File: config.mk
export PLATFORM = sky130hd
export DESIGN_NAME = battery_gauge_average_interpolate
export DESIGN_NICKNAME = d
export VERILOG_FILES = /design/src/rtl/bgai_pkg.sv /design/src/rtl/battery_gauge_average_interpolate.sv /design/src/rtl/bgai_mul.sv /design/src/rtl/bgai_div.sv
export SDC_FILE = /design/constraint.sdc
export NUM_CORES = 1
export LEC_CHECK = 0
export BUFFER_PORTS_ARGS = -buffer_cell sky130_fd_sc_hd__buf_2
export CORE_AREA = 5 5 208 210
export CTS_BUF_LIST = sky130_fd_sc_hd__clkbuf_2
export CTS_CLUSTER_DIAMETER = 120
export CTS_CLUSTER_SIZE = 40
export DETAILED_ROUTE_END_ITERATION = 8
export DIE_AREA = 0 0 213 215
export GPL_ROUTABILITY_DRIVEN = 0
export PLACE_DENSITY = 0.84
export SYNTH_ARGS = -nofsm -noshare
export SYNTH_HDL_FRONTEND = slang
export SYNTH_HIERARCHICAL = 1
export SYNTH_SLANG_ARGS = --single-unit
File: constraint.sdc
create_clock -name clk -period 7.2 [get_ports clk]
set_clock_uncertainty 0.05 [all_clocks]
set_input_delay 1.44 -clock clk [delete_from_list [all_inputs] [get_ports clk]]
set_output_delay 1.44 -clock clk [all_outputs]
set_load 0.05 [all_outputs]
File: src/rtl/bgai_pkg.sv
// Shared types and constants for the battery gauge averaging and lookup block.
// Holds field widths, register map, charge table and the serial unit status type.
// Used by every module in rtl/.
`timescale 1ns / 1ps
`default_nettype none

package bgai_pkg;

	// Group and conversion settings
	localparam int SAMPLES      = 10;
	localparam int RESOLUTION   = 12;
	localparam int TABLE_POINTS = 10;

	// Field widths
	localparam int SAMPLE_W = 13;
	localparam int AVG_W    = 13;
	localparam int CONV_W   = 14;
	localparam int CELL_W   = 16;
	localparam int PCT_W    = 7;
	localparam int SUM_W    = 20;
	localparam int CNT_W    = 6;
	localparam int SEG_W    = $clog2(TABLE_POINTS);

	// Register widths and reset values
	localparam int FS_W  = 13;
	localparam int RES_W = 12;
	localparam logic [FS_W-1:0]  FULL_SCALE_RST = 13'd3600;
	localparam logic [RES_W-1:0] HIGH_SIDE_RST  = 12'd1000;
	localparam logic [RES_W-1:0] LOW_SIDE_RST   = 12'd510;

	// Register map (word index = paddr[3:2])
	localparam int ADDR_W = 4;
	localparam logic [1:0] REG_FULL_SCALE = 2'd0;
	localparam logic [1:0] REG_HIGH_SIDE  = 2'd1;
	localparam logic [1:0] REG_LOW_SIDE   = 2'd2;

	// Serial multiplier: MCAND_W x MPLIER_W, one multiplier bit per cycle
	localparam int MCAND_W   = 14;
	localparam int MPLIER_W  = 13;
	localparam int PROD_W    = MCAND_W + MPLIER_W;
	localparam int MUL_CNT_W = $clog2(MPLIER_W + 1);

	// Serial divider: restoring, one quotient bit per cycle
	localparam int DVD_W     = PROD_W;
	localparam int DVS_W     = 12;
	localparam int DIV_CNT_W = $clog2(DVD_W + 1);

	// Converter rounding and saturation
	localparam logic [PROD_W:0] CEIL_ADD     = (PROD_W+1)'((1 << RESOLUTION) - 1);
	localparam logic [PROD_W:0] CONV_POS_LIM = (PROD_W+1)'((1 << (CONV_W - 1)) - 1);
	localparam logic [PROD_W:0] CONV_NEG_LIM = (PROD_W+1)'(1 << (CONV_W - 1));

	// Charge table, highest voltage first
	localparam logic [CELL_W-1:0] KNEE_MV [TABLE_POINTS] = '{
		16'd4150, 16'd4050, 16'd3950, 16'd3850, 16'd3750,
		16'd3650, 16'd3550, 16'd3500, 16'd3450, 16'd3400
	};
	localparam logic [PCT_W-1:0] KNEE_PCT [TABLE_POINTS] = '{
		7'd100, 7'd92, 7'd84, 7'd73, 7'd64,
		7'd48, 7'd24, 7'd15, 7'd6, 7'd0
	};

	typedef struct packed {
		logic busy;
		logic done;
	} unit_stat_t;

endpackage

`default_nettype wire

File: src/rtl/battery_gauge_average_interpolate.sv
// Battery gauge top level: sample accumulation, result sequencer, APB registers.
// Depends on bgai_pkg, bgai_mul and bgai_div.
`timescale 1ns / 1ps
`default_nettype none

// A sample word is taken while no group result is being worked out. The word
// that completes a group of SAMPLES starts the result sequence, during which
// s_tready stays low. Each serial step starts its unit, which works through
// its operand bits, and then picks up the result. The steps in order are:
// divide by SAMPLES, converter multiply, divider multiply and divide, table
// select, interpolation multiply and divide, and loading the output register.
// The multiplies and divides use the shared bit-serial multiplier and divider
// that retire one bit per cycle. At the table ends the last multiply and
// divide are skipped. The load waits while the output register still holds an
// unaccepted word. A finished result waits in the output register while the
// next group's samples are taken.
module battery_gauge_average_interpolate (
	input  wire                               clk,
	input  wire                               arst_n,
	// s_tdata: [12:0] sample
	input  wire                               s_tvalid,
	output logic                              s_tready,
	input  wire  [15:0]                       s_tdata,
	// m_tdata: [12:0] average_counts, [26:13] converter_mv, [42:27] cell_mv,
	//          [43] went_negative, [50:44] charge_percent
	output logic                              m_tvalid,
	input  wire                               m_tready,
	output logic [55:0]                       m_tdata,
	input  wire                               psel,
	input  wire                               penable,
	input  wire                               pwrite,
	input  wire  [bgai_pkg::ADDR_W-1:0]       paddr,
	input  wire  [31:0]                       pwdata,
	output logic [31:0]                       prdata,
	output logic                              pready
);

	typedef enum logic [3:0] {
		ST_IDLE,
		ST_AVG,
		ST_CONV,
		ST_CELL_MUL,
		ST_CELL_DIV,
		ST_LOOKUP,
		ST_PCT_MUL,
		ST_PCT_DIV,
		ST_FIN
	} state_t;

	// Configuration registers
	logic [bgai_pkg::FS_W-1:0]  full_scale_q;
	logic [bgai_pkg::RES_W-1:0] high_side_q;
	logic [bgai_pkg::RES_W-1:0] low_side_q;
	logic                       cfg_wr;

	assign pready = 1'b1;
	assign cfg_wr = psel && penable && pwrite && pready;

	always_ff @(posedge clk or negedge arst_n) begin
		if (!arst_n) begin
			full_scale_q <= bgai_pkg::FULL_SCALE_RST;
			high_side_q  <= bgai_pkg::HIGH_SIDE_RST;
			low_side_q   <= bgai_pkg::LOW_SIDE_RST;
		end else if (cfg_wr) begin
			case (paddr[3:2])
				bgai_pkg::REG_FULL_SCALE: full_scale_q <= pwdata[bgai_pkg::FS_W-1:0];
				bgai_pkg::REG_HIGH_SIDE:  high_side_q  <= pwdata[bgai_pkg::RES_W-1:0];
				bgai_pkg::REG_LOW_SIDE:   low_side_q   <= pwdata[bgai_pkg::RES_W-1:0];
				default: ;
			endcase
		end
	end

	always_comb begin
		case (paddr[3:2])
			bgai_pkg::REG_FULL_SCALE: prdata = 32'(full_scale_q);
			bgai_pkg::REG_HIGH_SIDE:  prdata = 32'(high_side_q);
			bgai_pkg::REG_LOW_SIDE:   prdata = 32'(low_side_q);
			default:                  prdata = '0;
		endcase
	end

	// Sequencer state and unit operands
	state_t                            state_q;
	logic signed [bgai_pkg::SUM_W-1:0] sum_q;
	logic [bgai_pkg::CNT_W-1:0]        count_q;
	logic                              neg_q;
	logic [bgai_pkg::AVG_W-1:0]        avg_q;
	logic [bgai_pkg::CONV_W-1:0]       conv_q;
	logic [bgai_pkg::CELL_W-1:0]       cell_q;
	logic                              went_neg_q;
	logic [bgai_pkg::PCT_W-1:0]        pct_q;
	logic [bgai_pkg::SEG_W-1:0]        seg_q;

	logic                              mul_start_q;
	logic [bgai_pkg::MCAND_W-1:0]      mul_a_q;
	logic [bgai_pkg::MPLIER_W-1:0]     mul_b_q;
	logic                              div_start_q;
	logic [bgai_pkg::DVD_W-1:0]        div_n_q;
	logic [bgai_pkg::DVS_W-1:0]        div_d_q;

	// Output register
	logic                              out_valid_q;
	logic [bgai_pkg::AVG_W-1:0]        out_avg_q;
	logic [bgai_pkg::CONV_W-1:0]       out_conv_q;
	logic [bgai_pkg::CELL_W-1:0]       out_cell_q;
	logic                              out_neg_q;
	logic [bgai_pkg::PCT_W-1:0]        out_pct_q;

	logic [bgai_pkg::PROD_W-1:0]       mul_prod;
	logic [bgai_pkg::DVD_W-1:0]        div_quo;
	bgai_pkg::unit_stat_t              mul_stat;
	bgai_pkg::unit_stat_t              div_stat;

	bgai_mul u_mul (
		.clk    (clk),
		.arst_n (arst_n),
		.start  (mul_start_q),
		.mcand  (mul_a_q),
		.mplier (mul_b_q),
		.prod   (mul_prod),
		.stat   (mul_stat)
	);

	bgai_div u_div (
		.clk      (clk),
		.arst_n   (arst_n),
		.start    (div_start_q),
		.dividend (div_n_q),
		.divisor  (div_d_q),
		.quotient (div_quo),
		.stat     (div_stat)
	);

	// Combinational helpers
	logic signed [bgai_pkg::SUM_W-1:0] sum_next;
	logic [bgai_pkg::SUM_W-1:0]        sum_mag;
	logic                              in_take;
	logic                              group_end;
	logic [bgai_pkg::AVG_W-1:0]        avg_mag;
	logic [bgai_pkg::PROD_W:0]         conv_shift;
	logic [bgai_pkg::PROD_W:0]         conv_lim;
	logic [bgai_pkg::MCAND_W-1:0]      conv_mag_c;
	logic [bgai_pkg::RES_W-1:0]        low_eff;
	logic [bgai_pkg::MPLIER_W-1:0]     ratio_sum;
	logic                              cell_neg_c;
	logic [bgai_pkg::CELL_W-1:0]       cell_c;
	logic [bgai_pkg::SEG_W-1:0]        seg_c;
	logic [bgai_pkg::SEG_W-1:0]        seg_nx;

	assign s_tready  = (state_q == ST_IDLE);
	assign in_take   = s_tvalid && s_tready;
	assign group_end = (count_q == bgai_pkg::CNT_W'(bgai_pkg::SAMPLES - 1));

	always_comb begin
		sum_next = sum_q + bgai_pkg::SUM_W'(signed'(s_tdata[bgai_pkg::SAMPLE_W-1:0]));
		sum_mag  = sum_next[bgai_pkg::SUM_W-1] ? bgai_pkg::SUM_W'(-sum_next)
		                                       : bgai_pkg::SUM_W'(sum_next);
		avg_mag  = div_quo[bgai_pkg::AVG_W-1:0];

		// floor of the signed product: round the magnitude up when negative
		conv_shift = neg_q ? (({1'b0, mul_prod} + bgai_pkg::CEIL_ADD) >> bgai_pkg::RESOLUTION)
		                   : ({1'b0, mul_prod} >> bgai_pkg::RESOLUTION);
		conv_lim   = neg_q ? bgai_pkg::CONV_NEG_LIM : bgai_pkg::CONV_POS_LIM;
		conv_mag_c = (conv_shift > conv_lim) ? bgai_pkg::MCAND_W'(conv_lim)
		                                     : bgai_pkg::MCAND_W'(conv_shift);

		low_eff   = (low_side_q == '0) ? bgai_pkg::RES_W'(1) : low_side_q;
		ratio_sum = {1'b0, high_side_q} + {1'b0, low_eff};

		// a negative quotient that truncates to zero is not flagged
		cell_neg_c = neg_q && (div_quo != '0);
		if (cell_neg_c) begin
			cell_c = '0;
		end else if (div_quo[bgai_pkg::DVD_W-1:bgai_pkg::CELL_W] != '0) begin
			cell_c = '1;
		end else begin
			cell_c = div_quo[bgai_pkg::CELL_W-1:0];
		end

		seg_c = '0;
		for (int i = 0; i < bgai_pkg::TABLE_POINTS - 1; i++) begin
			if (cell_q <= bgai_pkg::KNEE_MV[i] && cell_q > bgai_pkg::KNEE_MV[i+1]) begin
				seg_c = bgai_pkg::SEG_W'(i);
			end
		end
		seg_nx = seg_c + 1'b1;
	end

	always_ff @(posedge clk or negedge arst_n) begin
		if (!arst_n) begin
			state_q     <= ST_IDLE;
			sum_q       <= '0;
			count_q     <= '0;
			neg_q       <= 1'b0;
			avg_q       <= '0;
			conv_q      <= '0;
			cell_q      <= '0;
			went_neg_q  <= 1'b0;
			pct_q       <= '0;
			seg_q       <= '0;
			mul_start_q <= 1'b0;
			mul_a_q     <= '0;
			mul_b_q     <= '0;
			div_start_q <= 1'b0;
			div_n_q     <= '0;
			div_d_q     <= '0;
			out_valid_q <= 1'b0;
			out_avg_q   <= '0;
			out_conv_q  <= '0;
			out_cell_q  <= '0;
			out_neg_q   <= 1'b0;
			out_pct_q   <= '0;
		end else begin
			mul_start_q <= 1'b0;
			div_start_q <= 1'b0;
			if (out_valid_q && m_tready && (state_q != ST_FIN)) begin
				out_valid_q <= 1'b0;
			end
			case (state_q)
				ST_IDLE: begin
					if (in_take) begin
						if (group_end) begin
							sum_q       <= '0;
							count_q     <= '0;
							neg_q       <= sum_next[bgai_pkg::SUM_W-1];
							div_n_q     <= bgai_pkg::DVD_W'(sum_mag);
							div_d_q     <= bgai_pkg::DVS_W'(bgai_pkg::SAMPLES);
							div_start_q <= 1'b1;
							state_q     <= ST_AVG;
						end else begin
							sum_q   <= sum_next;
							count_q <= count_q + 1'b1;
						end
					end
				end
				ST_AVG: begin
					if (div_stat.done) begin
						avg_q       <= neg_q ? bgai_pkg::AVG_W'(-avg_mag) : avg_mag;
						mul_a_q     <= bgai_pkg::MCAND_W'(avg_mag);
						mul_b_q     <= full_scale_q;
						mul_start_q <= 1'b1;
						state_q     <= ST_CONV;
					end
				end
				ST_CONV: begin
					if (mul_stat.done) begin
						conv_q      <= neg_q ? bgai_pkg::CONV_W'(-conv_mag_c)
						                     : bgai_pkg::CONV_W'(conv_mag_c);
						mul_a_q     <= conv_mag_c;
						mul_b_q     <= ratio_sum;
						mul_start_q <= 1'b1;
						state_q     <= ST_CELL_MUL;
					end
				end
				ST_CELL_MUL: begin
					if (mul_stat.done) begin
						div_n_q     <= mul_prod;
						div_d_q     <= low_eff;
						div_start_q <= 1'b1;
						state_q     <= ST_CELL_DIV;
					end
				end
				ST_CELL_DIV: begin
					if (div_stat.done) begin
						cell_q     <= cell_c;
						went_neg_q <= cell_neg_c;
						state_q    <= ST_LOOKUP;
					end
				end
				ST_LOOKUP: begin
					if (cell_q >= bgai_pkg::KNEE_MV[0]) begin
						pct_q   <= bgai_pkg::KNEE_PCT[0];
						state_q <= ST_FIN;
					end else if (cell_q <= bgai_pkg::KNEE_MV[bgai_pkg::TABLE_POINTS-1]) begin
						pct_q   <= bgai_pkg::KNEE_PCT[bgai_pkg::TABLE_POINTS-1];
						state_q <= ST_FIN;
					end else begin
						seg_q       <= seg_c;
						mul_a_q     <= bgai_pkg::MCAND_W'(bgai_pkg::KNEE_MV[seg_c] - cell_q);
						mul_b_q     <= bgai_pkg::MPLIER_W'(bgai_pkg::KNEE_PCT[seg_c]
						                                   - bgai_pkg::KNEE_PCT[seg_nx]);
						mul_start_q <= 1'b1;
						state_q     <= ST_PCT_MUL;
					end
				end
				ST_PCT_MUL: begin
					if (mul_stat.done) begin
						div_n_q     <= mul_prod;
						div_d_q     <= bgai_pkg::DVS_W'(bgai_pkg::KNEE_MV[seg_q]
						                                - bgai_pkg::KNEE_MV[seg_q + 1'b1]);
						div_start_q <= 1'b1;
						state_q     <= ST_PCT_DIV;
					end
				end
				ST_PCT_DIV: begin
					if (div_stat.done) begin
						pct_q   <= bgai_pkg::KNEE_PCT[seg_q] - div_quo[bgai_pkg::PCT_W-1:0];
						state_q <= ST_FIN;
					end
				end
				ST_FIN: begin
					// hold until the output register is free
					if (!out_valid_q || m_tready) begin
						out_valid_q <= 1'b1;
						out_avg_q   <= avg_q;
						out_conv_q  <= conv_q;
						out_cell_q  <= cell_q;
						out_neg_q   <= went_neg_q;
						out_pct_q   <= pct_q;
						state_q     <= ST_IDLE;
					end
				end
				default: begin
					state_q <= ST_IDLE;
				end
			endcase
		end
	end

	assign m_tvalid = out_valid_q;
	assign m_tdata  = {5'b0, out_pct_q, out_neg_q, out_cell_q, out_conv_q, out_avg_q};

`ifndef SYNTHESIS
	a_units_exclusive: assert property (@(posedge clk) disable iff (!arst_n)
		!(mul_stat.busy && div_stat.busy))
		else $error("multiplier and divider busy together");

	a_valid_from_fin: assert property (@(posedge clk) disable iff (!arst_n)
		$rose(out_valid_q) |-> $past(state_q == ST_FIN))
		else $error("result word raised outside the final step");

	a_neg_clamps_cell: assert property (@(posedge clk) disable iff (!arst_n)
		(out_valid_q && out_neg_q) |-> (out_cell_q == '0))
		else $error("negative flag with nonzero cell millivolts");

	a_pct_in_range: assert property (@(posedge clk) disable iff (!arst_n)
		out_valid_q |-> (out_pct_q <= bgai_pkg::KNEE_PCT[0]))
		else $error("charge percent above table top");
`endif

endmodule

`default_nettype wire

File: src/rtl/bgai_mul.sv
// Bit-serial shift-and-add multiplier, one multiplier bit per cycle.
// Depends on bgai_pkg for operand widths and the unit status type.
`timescale 1ns / 1ps
`default_nettype none

module bgai_mul (
	input  wire                              clk,
	input  wire                              arst_n,
	input  wire                              start,
	input  wire  [bgai_pkg::MCAND_W-1:0]     mcand,
	input  wire  [bgai_pkg::MPLIER_W-1:0]    mplier,
	output logic [bgai_pkg::PROD_W-1:0]      prod,
	output bgai_pkg::unit_stat_t             stat
);

	logic [bgai_pkg::PROD_W-1:0]    acc_q;
	logic [bgai_pkg::PROD_W-1:0]    mcand_q;
	logic [bgai_pkg::MPLIER_W-1:0]  mplier_q;
	logic [bgai_pkg::MUL_CNT_W-1:0] cnt_q;
	logic                           busy_q;
	logic                           done_q;

	always_ff @(posedge clk or negedge arst_n) begin
		if (!arst_n) begin
			acc_q    <= '0;
			mcand_q  <= '0;
			mplier_q <= '0;
			cnt_q    <= '0;
			busy_q   <= 1'b0;
			done_q   <= 1'b0;
		end else begin
			done_q <= 1'b0;
			if (start) begin
				acc_q    <= '0;
				mcand_q  <= bgai_pkg::PROD_W'(mcand);
				mplier_q <= mplier;
				cnt_q    <= bgai_pkg::MUL_CNT_W'(bgai_pkg::MPLIER_W);
				busy_q   <= 1'b1;
			end else if (busy_q) begin
				// add the shifted multiplicand for each set multiplier bit
				if (mplier_q[0]) begin
					acc_q <= acc_q + mcand_q;
				end
				mcand_q  <= mcand_q << 1;
				mplier_q <= mplier_q >> 1;
				cnt_q    <= cnt_q - 1'b1;
				if (cnt_q == bgai_pkg::MUL_CNT_W'(1)) begin
					busy_q <= 1'b0;
					done_q <= 1'b1;
				end
			end
		end
	end

	assign prod      = acc_q;
	assign stat.busy = busy_q;
	assign stat.done = done_q;

endmodule

`default_nettype wire

File: src/rtl/bgai_div.sv
// Bit-serial restoring divider for unsigned operands, one quotient bit per cycle.
// Depends on bgai_pkg for operand widths and the unit status type.
`timescale 1ns / 1ps
`default_nettype none

module bgai_div (
	input  wire                              clk,
	input  wire                              arst_n,
	input  wire                              start,
	input  wire  [bgai_pkg::DVD_W-1:0]       dividend,
	input  wire  [bgai_pkg::DVS_W-1:0]       divisor,
	output logic [bgai_pkg::DVD_W-1:0]       quotient,
	output bgai_pkg::unit_stat_t             stat
);

	logic [bgai_pkg::DVD_W-1:0]     quo_q;
	logic [bgai_pkg::DVS_W-1:0]     rem_q;
	logic [bgai_pkg::DVS_W-1:0]     dvs_q;
	logic [bgai_pkg::DIV_CNT_W-1:0] cnt_q;
	logic                           busy_q;
	logic                           done_q;

	logic [bgai_pkg::DVS_W:0] trial;
	logic [bgai_pkg::DVS_W:0] diff;
	logic                     fits;

	always_comb begin
		trial = {rem_q, quo_q[bgai_pkg::DVD_W-1]};
		diff  = trial - {1'b0, dvs_q};
		fits  = trial >= {1'b0, dvs_q};
	end

	always_ff @(posedge clk or negedge arst_n) begin
		if (!arst_n) begin
			quo_q  <= '0;
			rem_q  <= '0;
			dvs_q  <= '0;
			cnt_q  <= '0;
			busy_q <= 1'b0;
			done_q <= 1'b0;
		end else begin
			done_q <= 1'b0;
			if (start) begin
				quo_q  <= dividend;
				rem_q  <= '0;
				dvs_q  <= divisor;
				cnt_q  <= bgai_pkg::DIV_CNT_W'(bgai_pkg::DVD_W);
				busy_q <= 1'b1;
			end else if (busy_q) begin
				// dividend bits leave at the top, quotient bits enter at the bottom
				rem_q <= fits ? diff[bgai_pkg::DVS_W-1:0] : trial[bgai_pkg::DVS_W-1:0];
				quo_q <= {quo_q[bgai_pkg::DVD_W-2:0], fits};
				cnt_q <= cnt_q - 1'b1;
				if (cnt_q == bgai_pkg::DIV_CNT_W'(1)) begin
					busy_q <= 1'b0;
					done_q <= 1'b1;
				end
			end
		end
	end

	assign quotient  = quo_q;
	assign stat.busy = busy_q;
	assign stat.done = done_q;

endmodule

`default_nettype wire

==> Word level (Yosys, flattened, before mapping) <==
Memories as Yosys holds them, arrays and structs flattened.
Cells that the tools add are included.
W data, S select, Z words.
{ "totals": {"rom_bits": 1104, "inputBits": 59, "ramBits": 0, "register_bits": 374, "latch_bits": 0, "out_inout_bits": 91, "n_memories": 6} }
{ "classes": {"mul": 0, "n_mux": 106, "add_sub_neg": 17, "eq_ne": 27, "div": 0, "n_bitwise": 6, "n_shift": 0, "order_cmp": 24, "n_reduce_logical": 45} }
{ "mem_list": {"columns": ["memory", "words", "width", "read_ports", "rd_ports_with_merged_regs", "wr", "line_no", "source"], "rows": [
  ["(no name shown)", 16, 16, 1, 0, 0, "battery_gauge_average_interpolate.sv:291", "- bgai_pkg::KNEE_MV[seg_q + 1'b1]);"],
  ["(no name shown)", 16, 16, 1, 0, 0, "battery_gauge_average_interpolate.sv:290", "div_d_q <= bgai_pkg::DVS_W'(bgai_pkg::KNEE_MV[seg_q]"],
  ["(no name shown)", 16, 16, 1, 0, 0, "battery_gauge_average_interpolate.sv:280", "mul_a_q <= bgai_pkg::MCAND_W'(bgai_pkg::KNEE_MV[seg_c] - cell_q);"],
  ["(no name shown)", 16, 7, 1, 0, 0, "battery_gauge_average_interpolate.sv:298", "pct_q <= bgai_pkg::KNEE_PCT[seg_q] - div_quo[bgai_pkg::PCT_W-1:0];"],
  ["(no name shown)", 16, 7, 1, 0, 0, "battery_gauge_average_interpolate.sv:282", "- bgai_pkg::KNEE_PCT[seg_nx]);"],
  ["(no name shown)", 16, 7, 1, 0, 0, "battery_gauge_average_interpolate.sv:281", "mul_b_q <= bgai_pkg::MPLIER_W'(bgai_pkg::KNEE_PCT[seg_c]"]
]} }
{ "op_table": {"columns": ["cell", "n"], "rows": [
  ["$mux W27", 10],
  ["$le A16 B12 Y1 const B", 9],
  ["$mux W12", 12],
  ["$gt A16 B12 Y1 const B", 8],
  ["$mux W14", 9],
  ["$mux W13", 7],
  ["$mux W4", 20],
  ["$pmux W13 S3", 2],
  ["$mux W7", 9],
  ["$pmux W27 S2", 1],
  ["$mux W16", 3],
  ["$pmux W14 S3", 1],
  ["$mux W20", 2],
  ["$pmux W12 S3", 1],
  ["$pmux W4 S9", 1],
  ["$add A27 B12 Y28 const B", 1],
  ["$add A27 B27 Y27", 1],
  ["$reduce_bool A27 Y1", 1],
  ["$sub A12 B12 Y12", 2],
  ["$mux W1", 22],
  ["$add A20 B13 Y20", 1],
  ["$ge A5 B5 Y1 const B", 4],
  ["$neg A20 Y20", 1],
  ["$not A4 Y5", 4],
  ["46 further kinds", 93]
]} }

==> Longest topological paths before layout <==
Gate-level depths: netlist (run 1).
{ "depth": {"ltp_word": 19, "depth_mapped": 26, "mapped_depth_nobuf": 24} }

==> By module <==
The synthesis (run 1) kept the hierarchy.
{ "by_module_without_submodules": {"columns": ["mod", "n_inst", "area_each_um2", "cells_each"], "rows": [
  ["battery_gauge_average_interpolate", 1, 16492.1, 1897],
  ["bgai_mul", 1, 4489.3, 487],
  ["bgai_div", 1, 3288.2, 348]
]} }

==> Worst setup path after synthesis (run 1) <==
OpenSTA, ideal clock, no wires.
{ "synth_timing": {"path_type": "input to output", "from": "input paddr[2] in the netlist's numbering", "to": "output prdata[0]", "arrival_ns": 3.396, "stages": 4, "n_path_buf": 2, "required_time_ns": 5.710, "path_slack_ns": 2.314, "path_cell_list": "clkbuf_1 clkbuf_1 mux2i_1 o21ai_0"} }
{ "synth_via": {"elab_chain_cells": 2, "elab_cells_between_ends": 4} }
{ "synth_lines": {"columns": ["item", "line_no", "source"], "rows": [
  ["start: declaration", "battery_gauge_average_interpolate.sv:32", "input wire [bgai_pkg::ADDR_W-1:0] paddr,"],
  ["$eq A2 B2 Y1, or another cell as far along", "battery_gauge_average_interpolate.sv:75", "case (paddr[3:2])"],
  ["$pmux W13 S3 *", "battery_gauge_average_interpolate.sv:75", null],
  ["end: declaration", "battery_gauge_average_interpolate.sv:34", "output logic [31:0] prdata,"]
]} }
Mark *: on every way between the ends. The rest lies on a longest branch, timed or not.

==> Final worst setup path (run 1) <==
{ "layout_timing": {"from": "register cell_q[13] in the netlist's numbering", "to": "register mul_a_q[12] in the netlist's numbering"} }
{ "layout_via": {"elab_chain_cells": 18, "elab_cells_between_ends": 45} }
{ "layout_lines": {"columns": ["item", "line_no", "source"], "rows": [
  ["start: declaration", "battery_gauge_average_interpolate.sv:90", "logic [bgai_pkg::CELL_W-1:0] cell_q;"],
  ["start signal: assignment", "battery_gauge_average_interpolate.sv:266", "cell_q <= cell_c;"],
  ["$le A16 B12 Y1 or $gt A16 B12 Y1 (tied branches)", "battery_gauge_average_interpolate.sv:183", "if (cell_q <= bgai_pkg::KNEE_MV[i] && cell_q > bgai_pkg::KNEE_MV[i+1]) begin"],
  ["$logic_and A1 B1 Y1", "battery_gauge_average_interpolate.sv:183", null],
  ["$mux W1", "battery_gauge_average_interpolate.sv:183", null],
  ["$mux W4 (6 in a row)", "battery_gauge_average_interpolate.sv:183", null],
  ["$mux W4 *", "battery_gauge_average_interpolate.sv:183", null],
  ["via seg_c, one bit", "battery_gauge_average_interpolate.sv:148", "logic [bgai_pkg::SEG_W-1:0] seg_c;"],
  ["$not A4 Y5 (not written as such) *", "battery_gauge_average_interpolate.sv:280", null],
  ["$mem_v2 Z16 W16 *", null, null],
  ["$mux W14 (not written as such) * (2 in a row)", "battery_gauge_average_interpolate.sv:280", null],
  ["$sub A14 B14 Y14 *", "battery_gauge_average_interpolate.sv:280", null],
  ["$mux W14 *", "battery_gauge_average_interpolate.sv:275", "end else if (cell_q <= bgai_pkg::KNEE_MV[bgai_pkg::TABLE_POINTS-1]) begin"],
  ["$mux W14 *", "battery_gauge_average_interpolate.sv:272", "if (cell_q >= bgai_pkg::KNEE_MV[0]) begin"],
  ["$pmux W14 S3 *", "battery_gauge_average_interpolate.sv:220", "case (state_q)"],
  ["end signal: assignment", "battery_gauge_average_interpolate.sv:240", "mul_a_q <= bgai_pkg::MCAND_W'(avg_mag);"],
  ["end signal: assignment", "battery_gauge_average_interpolate.sv:250", "mul_a_q <= conv_mag_c;"],
  ["end signal: assignment", "battery_gauge_average_interpolate.sv:280", null],
  ["end: declaration", "battery_gauge_average_interpolate.sv:96", "logic [bgai_pkg::MCAND_W-1:0] mul_a_q;"]
]} }
Mark *: on every way through the listed nets, which the timed path passes. The rest lies on a longest branch. The select of a mux whose other input is x is not followed.
A chain may end at the register's enable or synchronous reset.

==> flow_summary.json, run 1 <==
{
  "setup_viol": 0,
  "nets": 2907,
  "hold_violations": 0,
  "combPwrFrac_pct": 68.5,
  "synth_cells": 2730,
  "drt-total-wl_mm": 62.3,
  "core_area_mm2": 0.0414,
  "port_buffers": 100,
  "cts_max_level": 1,
  "dr_total_vias": 20816,
  "status": "finished clean",
  "ant_nets": 0,
  "dp_hpwl_mm": 45.8,
  "grt_util_all_layers_pct": 26.4,
  "syn_area_mm2": 0.0243,
  "p_sw_mw": 6.69,
  "insertion_delay_ns": 1.08,
  "cts_tree": "yes",
  "die_height_um": 215,
  "cp_max_fo": 10,
  "cts.sinks": 374,
  "ctsLongestPathBuffers": 3,
  "grt_antenna_before_repair": 2,
  "r2r-start": "cell_q[13]$_DFFE_PN0P_",
  "wl_per_cell_um": 19.1,
  "root_buffer": "clkbuf_2",
  "routed_via_density": 6.39,
  "num_rows": 75,
  "clkPwrFrac_pct": 6.0,
  "drv_cap": 0,
  "design_area_mm2": 0.0251,
  "ys.warnings.count": 6,
  "fin_setup_tns_ns": 0,
  "cp.required_ns": 8.18,
  "placed_area_mm2": 0.0249,
  "first_global_vias": 20069,
  "seqPwrFrac_pct": 25.5,
  "arrival_ns": 7.03,
  "rsz0062_at_grt": "no",
  "leakage_nw": 11.5,
  "avgSynthCellArea_um2": 8.88,
  "initial_utilization_pct": 58.6,
  "ir_drop_mv": 1.01,
  "hold_path_class": "in -> async",
  "switching_share_pct": 51.3,
  "drc_errors": 0,
  "grt_pass1_wl_mm": 102,
  "die_width_um": 213,
  "grt_max_degree": 123,
  "p_per_area_mw_per_mm2": 520,
  "postCtsSetupRepairBufs": 0,
  "worst_pin_slew_ns": 1.14,
  "crit_type": "reg -> reg",
  "final_cell_mix": "dfrtp_1 (352), nand2_1 (345), o21ai_0 (251)",
  "drtPass1Iterations": 8,
  "max_freq_mhz": 165,
  "intPower_mw": 6.36,
  "cts_buffers": 14,
  "cts_resized": 0,
  "post-route-min-period_ns": 6.05,
  "postCtsHoldBufs": 0,
  "slew_headroom_pct": 21.9,
  "dieArea_mm2": 0.0458,
  "cp-start-kind": "flop",
  "gr-total-overflow": 0,
  "cp-end-kind": "flop",
  "slew_viol_final": 0,
  "syn2layout_area_growth_pct": 3.48,
  "path_clk_slew_ns": 0.73,
  "min_period_over_period_pct": 84.1,
  "final_common_cell": "dfrtp_1",
  "drt_iter0_markers": 2322,
  "drive_gt1_share_pct": 11.3,
  "nFillCells": 3400,
  "cp-startpoint": "cell_q[13]$_DFFE_PN0P_",
  "io_pins": 150
}
per-stage QoR:
step,utilization [%],setup slack (ns),total power [mW],hold slack [ns],cells
after global placement,60.2,1.74,11.6,0.407,3234
after floorplan,-,2.31,9.75,0.389,2753
after detailed placement,60.2,1.44,12.0,0.410,3234
after CTS,60.6,1.35,12.8,0.168,3257
after global routing,60.6,0.764,14.0,0.155,3258
final,60.6,1.15,13.0,0.198,3258
layout make-up:
class | instances | area, µm² | share of cell area [%]
Clock buffer | 18 | 90.1 | 0.359
Inverter | 88 | 330 | 1.32
Antenna cell | 1 | 2.50 | 0.00997
Clock inverter | 5 | 96.3 | 0.384
Timing Repair Buffer | 124 | 703 | 2.80
Multi-Input combinational cell | 2109 | 13800 | 55.0
Tap cell | 539 | 674 | 2.69
Sequential cell | 374 | 9390 | 37.4
routing by layer:
layer	wire, µm	global-route usage (%)	vias to the layer above
met1	26100	36.9	10052
met3	4890	3.30	162
met2	29000	42.9	943
met4	2240	8.49	2
li1	-	-	9657
met5	7	0	-
worst max-delay path, cell delays in order, from the launching register on:
cell	delay, ns
dfrtp_1	0.62
nor4_2	0.82
o21ai_0	0.31
a311oi_1	0.66
and2_1	0.38
inv_1	0.16
ha_1	0.22
nand2b_1	0.15
a21oi_1	0.17
ha_1	0.29
nor2b_1	0.14
o21ai_0	0.24
a21boi_0	0.17
o21ai_0	0.24
a21boi_0	0.18
o21ai_0	0.27
a21oi_1	0.16
o41ai_1	0.34
xnor2_1	0.17
a22oi_1	0.09
a31oi_1	0.17
flip-flops by register name (all words and copies together) (netlist names), 13 cells and up:
| register | flops |
|---|---|
| mul_b_q | 13 |
| out_cell_q | 16 |
| mul_a_q | 14 |
| full_scale_q | 13 |
| sum_q | 20 |
| avg_q | 13 |
| u_mul/prod | 27 |
| conv_q | 14 |
| u_mul/mplier_q | 13 |
| u_mul/mcand_q | 27 |
| u_div/quotient | 27 |
| out_avg_q | 13 |
| div_n_q | 27 |
| cell_q | 16 |
| out_conv_q | 14 |
power groups by stage:
stage | clock [mW] | combinational, mW | sequential [mW]
after floorplan | 0 | 6.60 | 3.15
after global placement | 0 | 8.28 | 3.29
after detailed placement | 0 | 8.65 | 3.33
after CTS | 0.811 | 8.72 | 3.31
after global routing | 0.873 | 9.77 | 3.40
final | 0.782 | 8.94 | 3.33
final timing paths:
kind,endpoint,slack [ns],cells past startpoint
worst max register to register,mul_a_q[12]$_DFFE_PN0P_,1.15,20
worst min register to register,u_mul/mcand_q[21]$_DFFE_PN0P_,0.41,2
worst min-delay path,u_mul/prod[24]$_DFFE_PN0P_,0.20,1
worst max-delay path,mul_a_q[12]$_DFFE_PN0P_,1.15,20
min in group clk,u_mul/mcand_q[21]$_DFFE_PN0P_,0.41,2
max in group asynchronous,u_mul/mplier_q[10]$_DFFE_PN0P_,5.36,2
(Power assumes the default switching activity.)
==> run 2, diff against run 1 <==
CORE_AREA = 5 5 211 213   (was 5 5 208 210)
DIE_AREA = 0 0 216 218   (was 0 0 213 215)
PLACE_DENSITY = 0.85   (was 0.84)
clock period = 5.4 ns   (was 7.2 ns; I/O delays follow)
==> run 2 against run 1 <==
Compared with the run above: combinational power grew 35%; routed wire length up 2.4%; global-route usage is 0.53 points lower; largest power group unchanged; core utilization decreased by 1.0 points; largest cell class unchanged.
==> flow_summary.json, run 2 (synthesis results as in run 1) <==
{
  "whs_path_depth": 2,
  "dp_hpwl_mm": 46.6,
  "place_ws_ns": 0.147,
  "rsz0062_at_grt": "no",
  "root_buffer": "clkbuf_2",
  "num_rows": 76,
  "core_area_mm2": 0.0425,
  "drtPass1Iterations": 6,
  "routedLengthMet1_mm": 27.6,
  "cp-end-kind": "flop",
  "die_height_um": 218,
  "r2r_slack_ns": 0.36,
  "cts_tree": "yes",
  "dieArea_mm2": 0.0471,
  "cp_cell_sequence": "inv_1, nor3_1, nand2_1, or4_1, a311oi_2, and2_1, inv_1, ha_1, nand2b_1, a21oi_1, ha_1, nor2b_1, o21ai_0, a21boi_0, o21ai_0, a21boi_0, o21ai_0, a21oi_1, or3_1, a32oi_1, a31oi_1",
  "ir_drop_mv": 1.09,
  "grt_util_all_layers_pct": 25.8,
  "path_buf_inv": 2,
  "nets": 2936,
  "fin_setup_tns_ns": 0,
  "initial_utilization_pct": 57.1,
  "setup_viol": 0,
  "grt_max_degree": 148,
  "drv_cap": 0,
  "cp-startpoint": "cell_q[9]$_DFFE_PN0P_",
  "p_per_area_mw_per_mm2": 690,
  "cp-start-kind": "flop",
  "arrival_ns": 6.02,
  "grt_antenna_before_repair": 1,
  "critPathMaxStageDelay_ns": 0.55,
  "cts_buffers": 14,
  "insertion_delay_ns": 1.11,
  "hp-start": "pwdata[12]",
  "worstRegToRegCells": 21,
  "syn2layout_area_growth_pct": 4.48,
  "io_pins": 150,
  "ctsLongestPathBuffers": 3,
  "cts_max_level": 1,
  "cp_max_fo": 5,
  "port_buffers": 100,
  "grt_pass1_wl_mm": 103,
  "drive_gt1_share_pct": 12.7,
  "wl_met2_mm": 29.3,
  "hold_violations": 0,
  "status": "finished clean",
  "slew_viol_final": 0,
  "cp.required_ns": 6.38,
  "ant_nets": 0,
  "hold_path_class": "in -> reg",
  "routed_via_density": 6.43,
  "drc_errors": 0,
  "dr_total_vias": 21185,
  "r2r_end": "mul_a_q[10]$_DFFE_PN0P_",
  "final_common_cell": "nand2_1",
  "min_period_over_period_pct": 93.3,
  "r2r-start": "cell_q[9]$_DFFE_PN0P_",
  "timing.hold.ws_ns": 0.175,
  "dr_wl_met3_mm": 4.97,
  "slew_headroom_pct": 9.99,
  "first_global_vias": 19900,
  "min_to": "full_scale_q[12]$_DFFE_PN0P_",
  "critical-path-top-delay-family": "compound AO/OA/AOI/OAI gates",
  "gr-total-overflow": 0,
  "path_clk_slew_ns": 0.67,
  "drt_iter0_markers": 2622,
  "cp_common_cell": "o21ai_0",
  "leakage_nw": 11.6,
  "final_cell_mix": "nand2_1 (345), dfrtp_1 (344), o21ai_0 (251)",
  "post-route-min-period_ns": 5.04,
  "power_mw": 17.5,
  "drt-total-wl_mm": 63.8,
  "wl_per_cell_um": 19.4,
  "die_width_um": 216,
  "utilization_pct": 59.6,
  "crit_type": "reg -> reg",
  "max_freq_mhz": 198,
  "highest_layer": "met4",
  "slowest_stage": "dfrtp_1",
  "worst_pin_slew_ns": 1.34,
  "cts.sinks": 374,
  "fin_ws_ns": 0.360
}
run 2: changes by cell type in the layout (fill, tap and decap cells not counted), sizes merged:
cell / previous run / this run
clkbuf: 18 / 17
clkinvlp: 0 / 1
dlygate4sd3: 0 / 1
bufinv: 1 / 0
buf: 124 / 152
clkinv: 3 / 4
run 2: how the worst max path moves through the flow:
stage | endpoint | slack [ns] | depth (start not counted)
global route | mul_a_q[10]$_DFFE_PN0P_ | 0.02 | 21
floorplan | mul_a_q[12]$_DFFE_PN0P_ | 0.54 | 23
global placement | mul_a_q[13]$_DFFE_PN0P_ | 0.45 | 22
CTS | mul_a_q[13]$_DFFE_PN0P_ | 0.01 | 22
finish | mul_a_q[10]$_DFFE_PN0P_ | 0.36 | 21
detailed placement | mul_a_q[13]$_DFFE_PN0P_ | 0.15 | 22
run 2: area by class of cell:
cell class | instances | area, µm²
clock inverter | 6 | 73.8
antenna | 1 | 2.50
inverter | 88 | 330
sequential | 374 | 9400
timing repair buffer | 153 | 923
tap | 546 | 683
clock buffer | 17 | 85.1
fill | 3514 | 17200
multi-input combinational | 2109 | 13800
run 2: repair_timing:
item,in CTS,in global routing
hold endpoints to repair,88,0
endpoints found under the setup margin,0,8
setup buffers,0,17
gates resized for setup,0,15
hold buffers,1,0
run 2: metal layers:
| metal | global-route usage [%] | vias to the layer above |
|---|---|---|
| met3 | 2.65 | 157 |
| met2 | 41.8 | 1093 |
| met4 | 7.04 | 0 |
| met1 | 37.5 | 10208 |
| met5 | 0 | - |
| li1 | - | 9727 |
run 2: power by group:
| group | total (mW) | internal [mW] | switching, mW |
|---|---|---|---|
| registers | 4.43 | 3.61 | 0.818 |
| logic | 12.1 | 4.89 | 7.18 |
| clock network | 0.992 | 0.117 | 0.875 |
| total | 17.5 | 8.61 | 8.88 |
run 2: through the flow:
| stage | cell area (µm²) | cells |
|---|---|---|
| after detailed placement | 25000 | 3252 |
| after global routing | 25300 | 3294 |
| after CTS | 25200 | 3276 |
| after global placement | 25000 | 3252 |
| after floorplan | 24300 | 2753 |
| final | 25300 | 3294 |
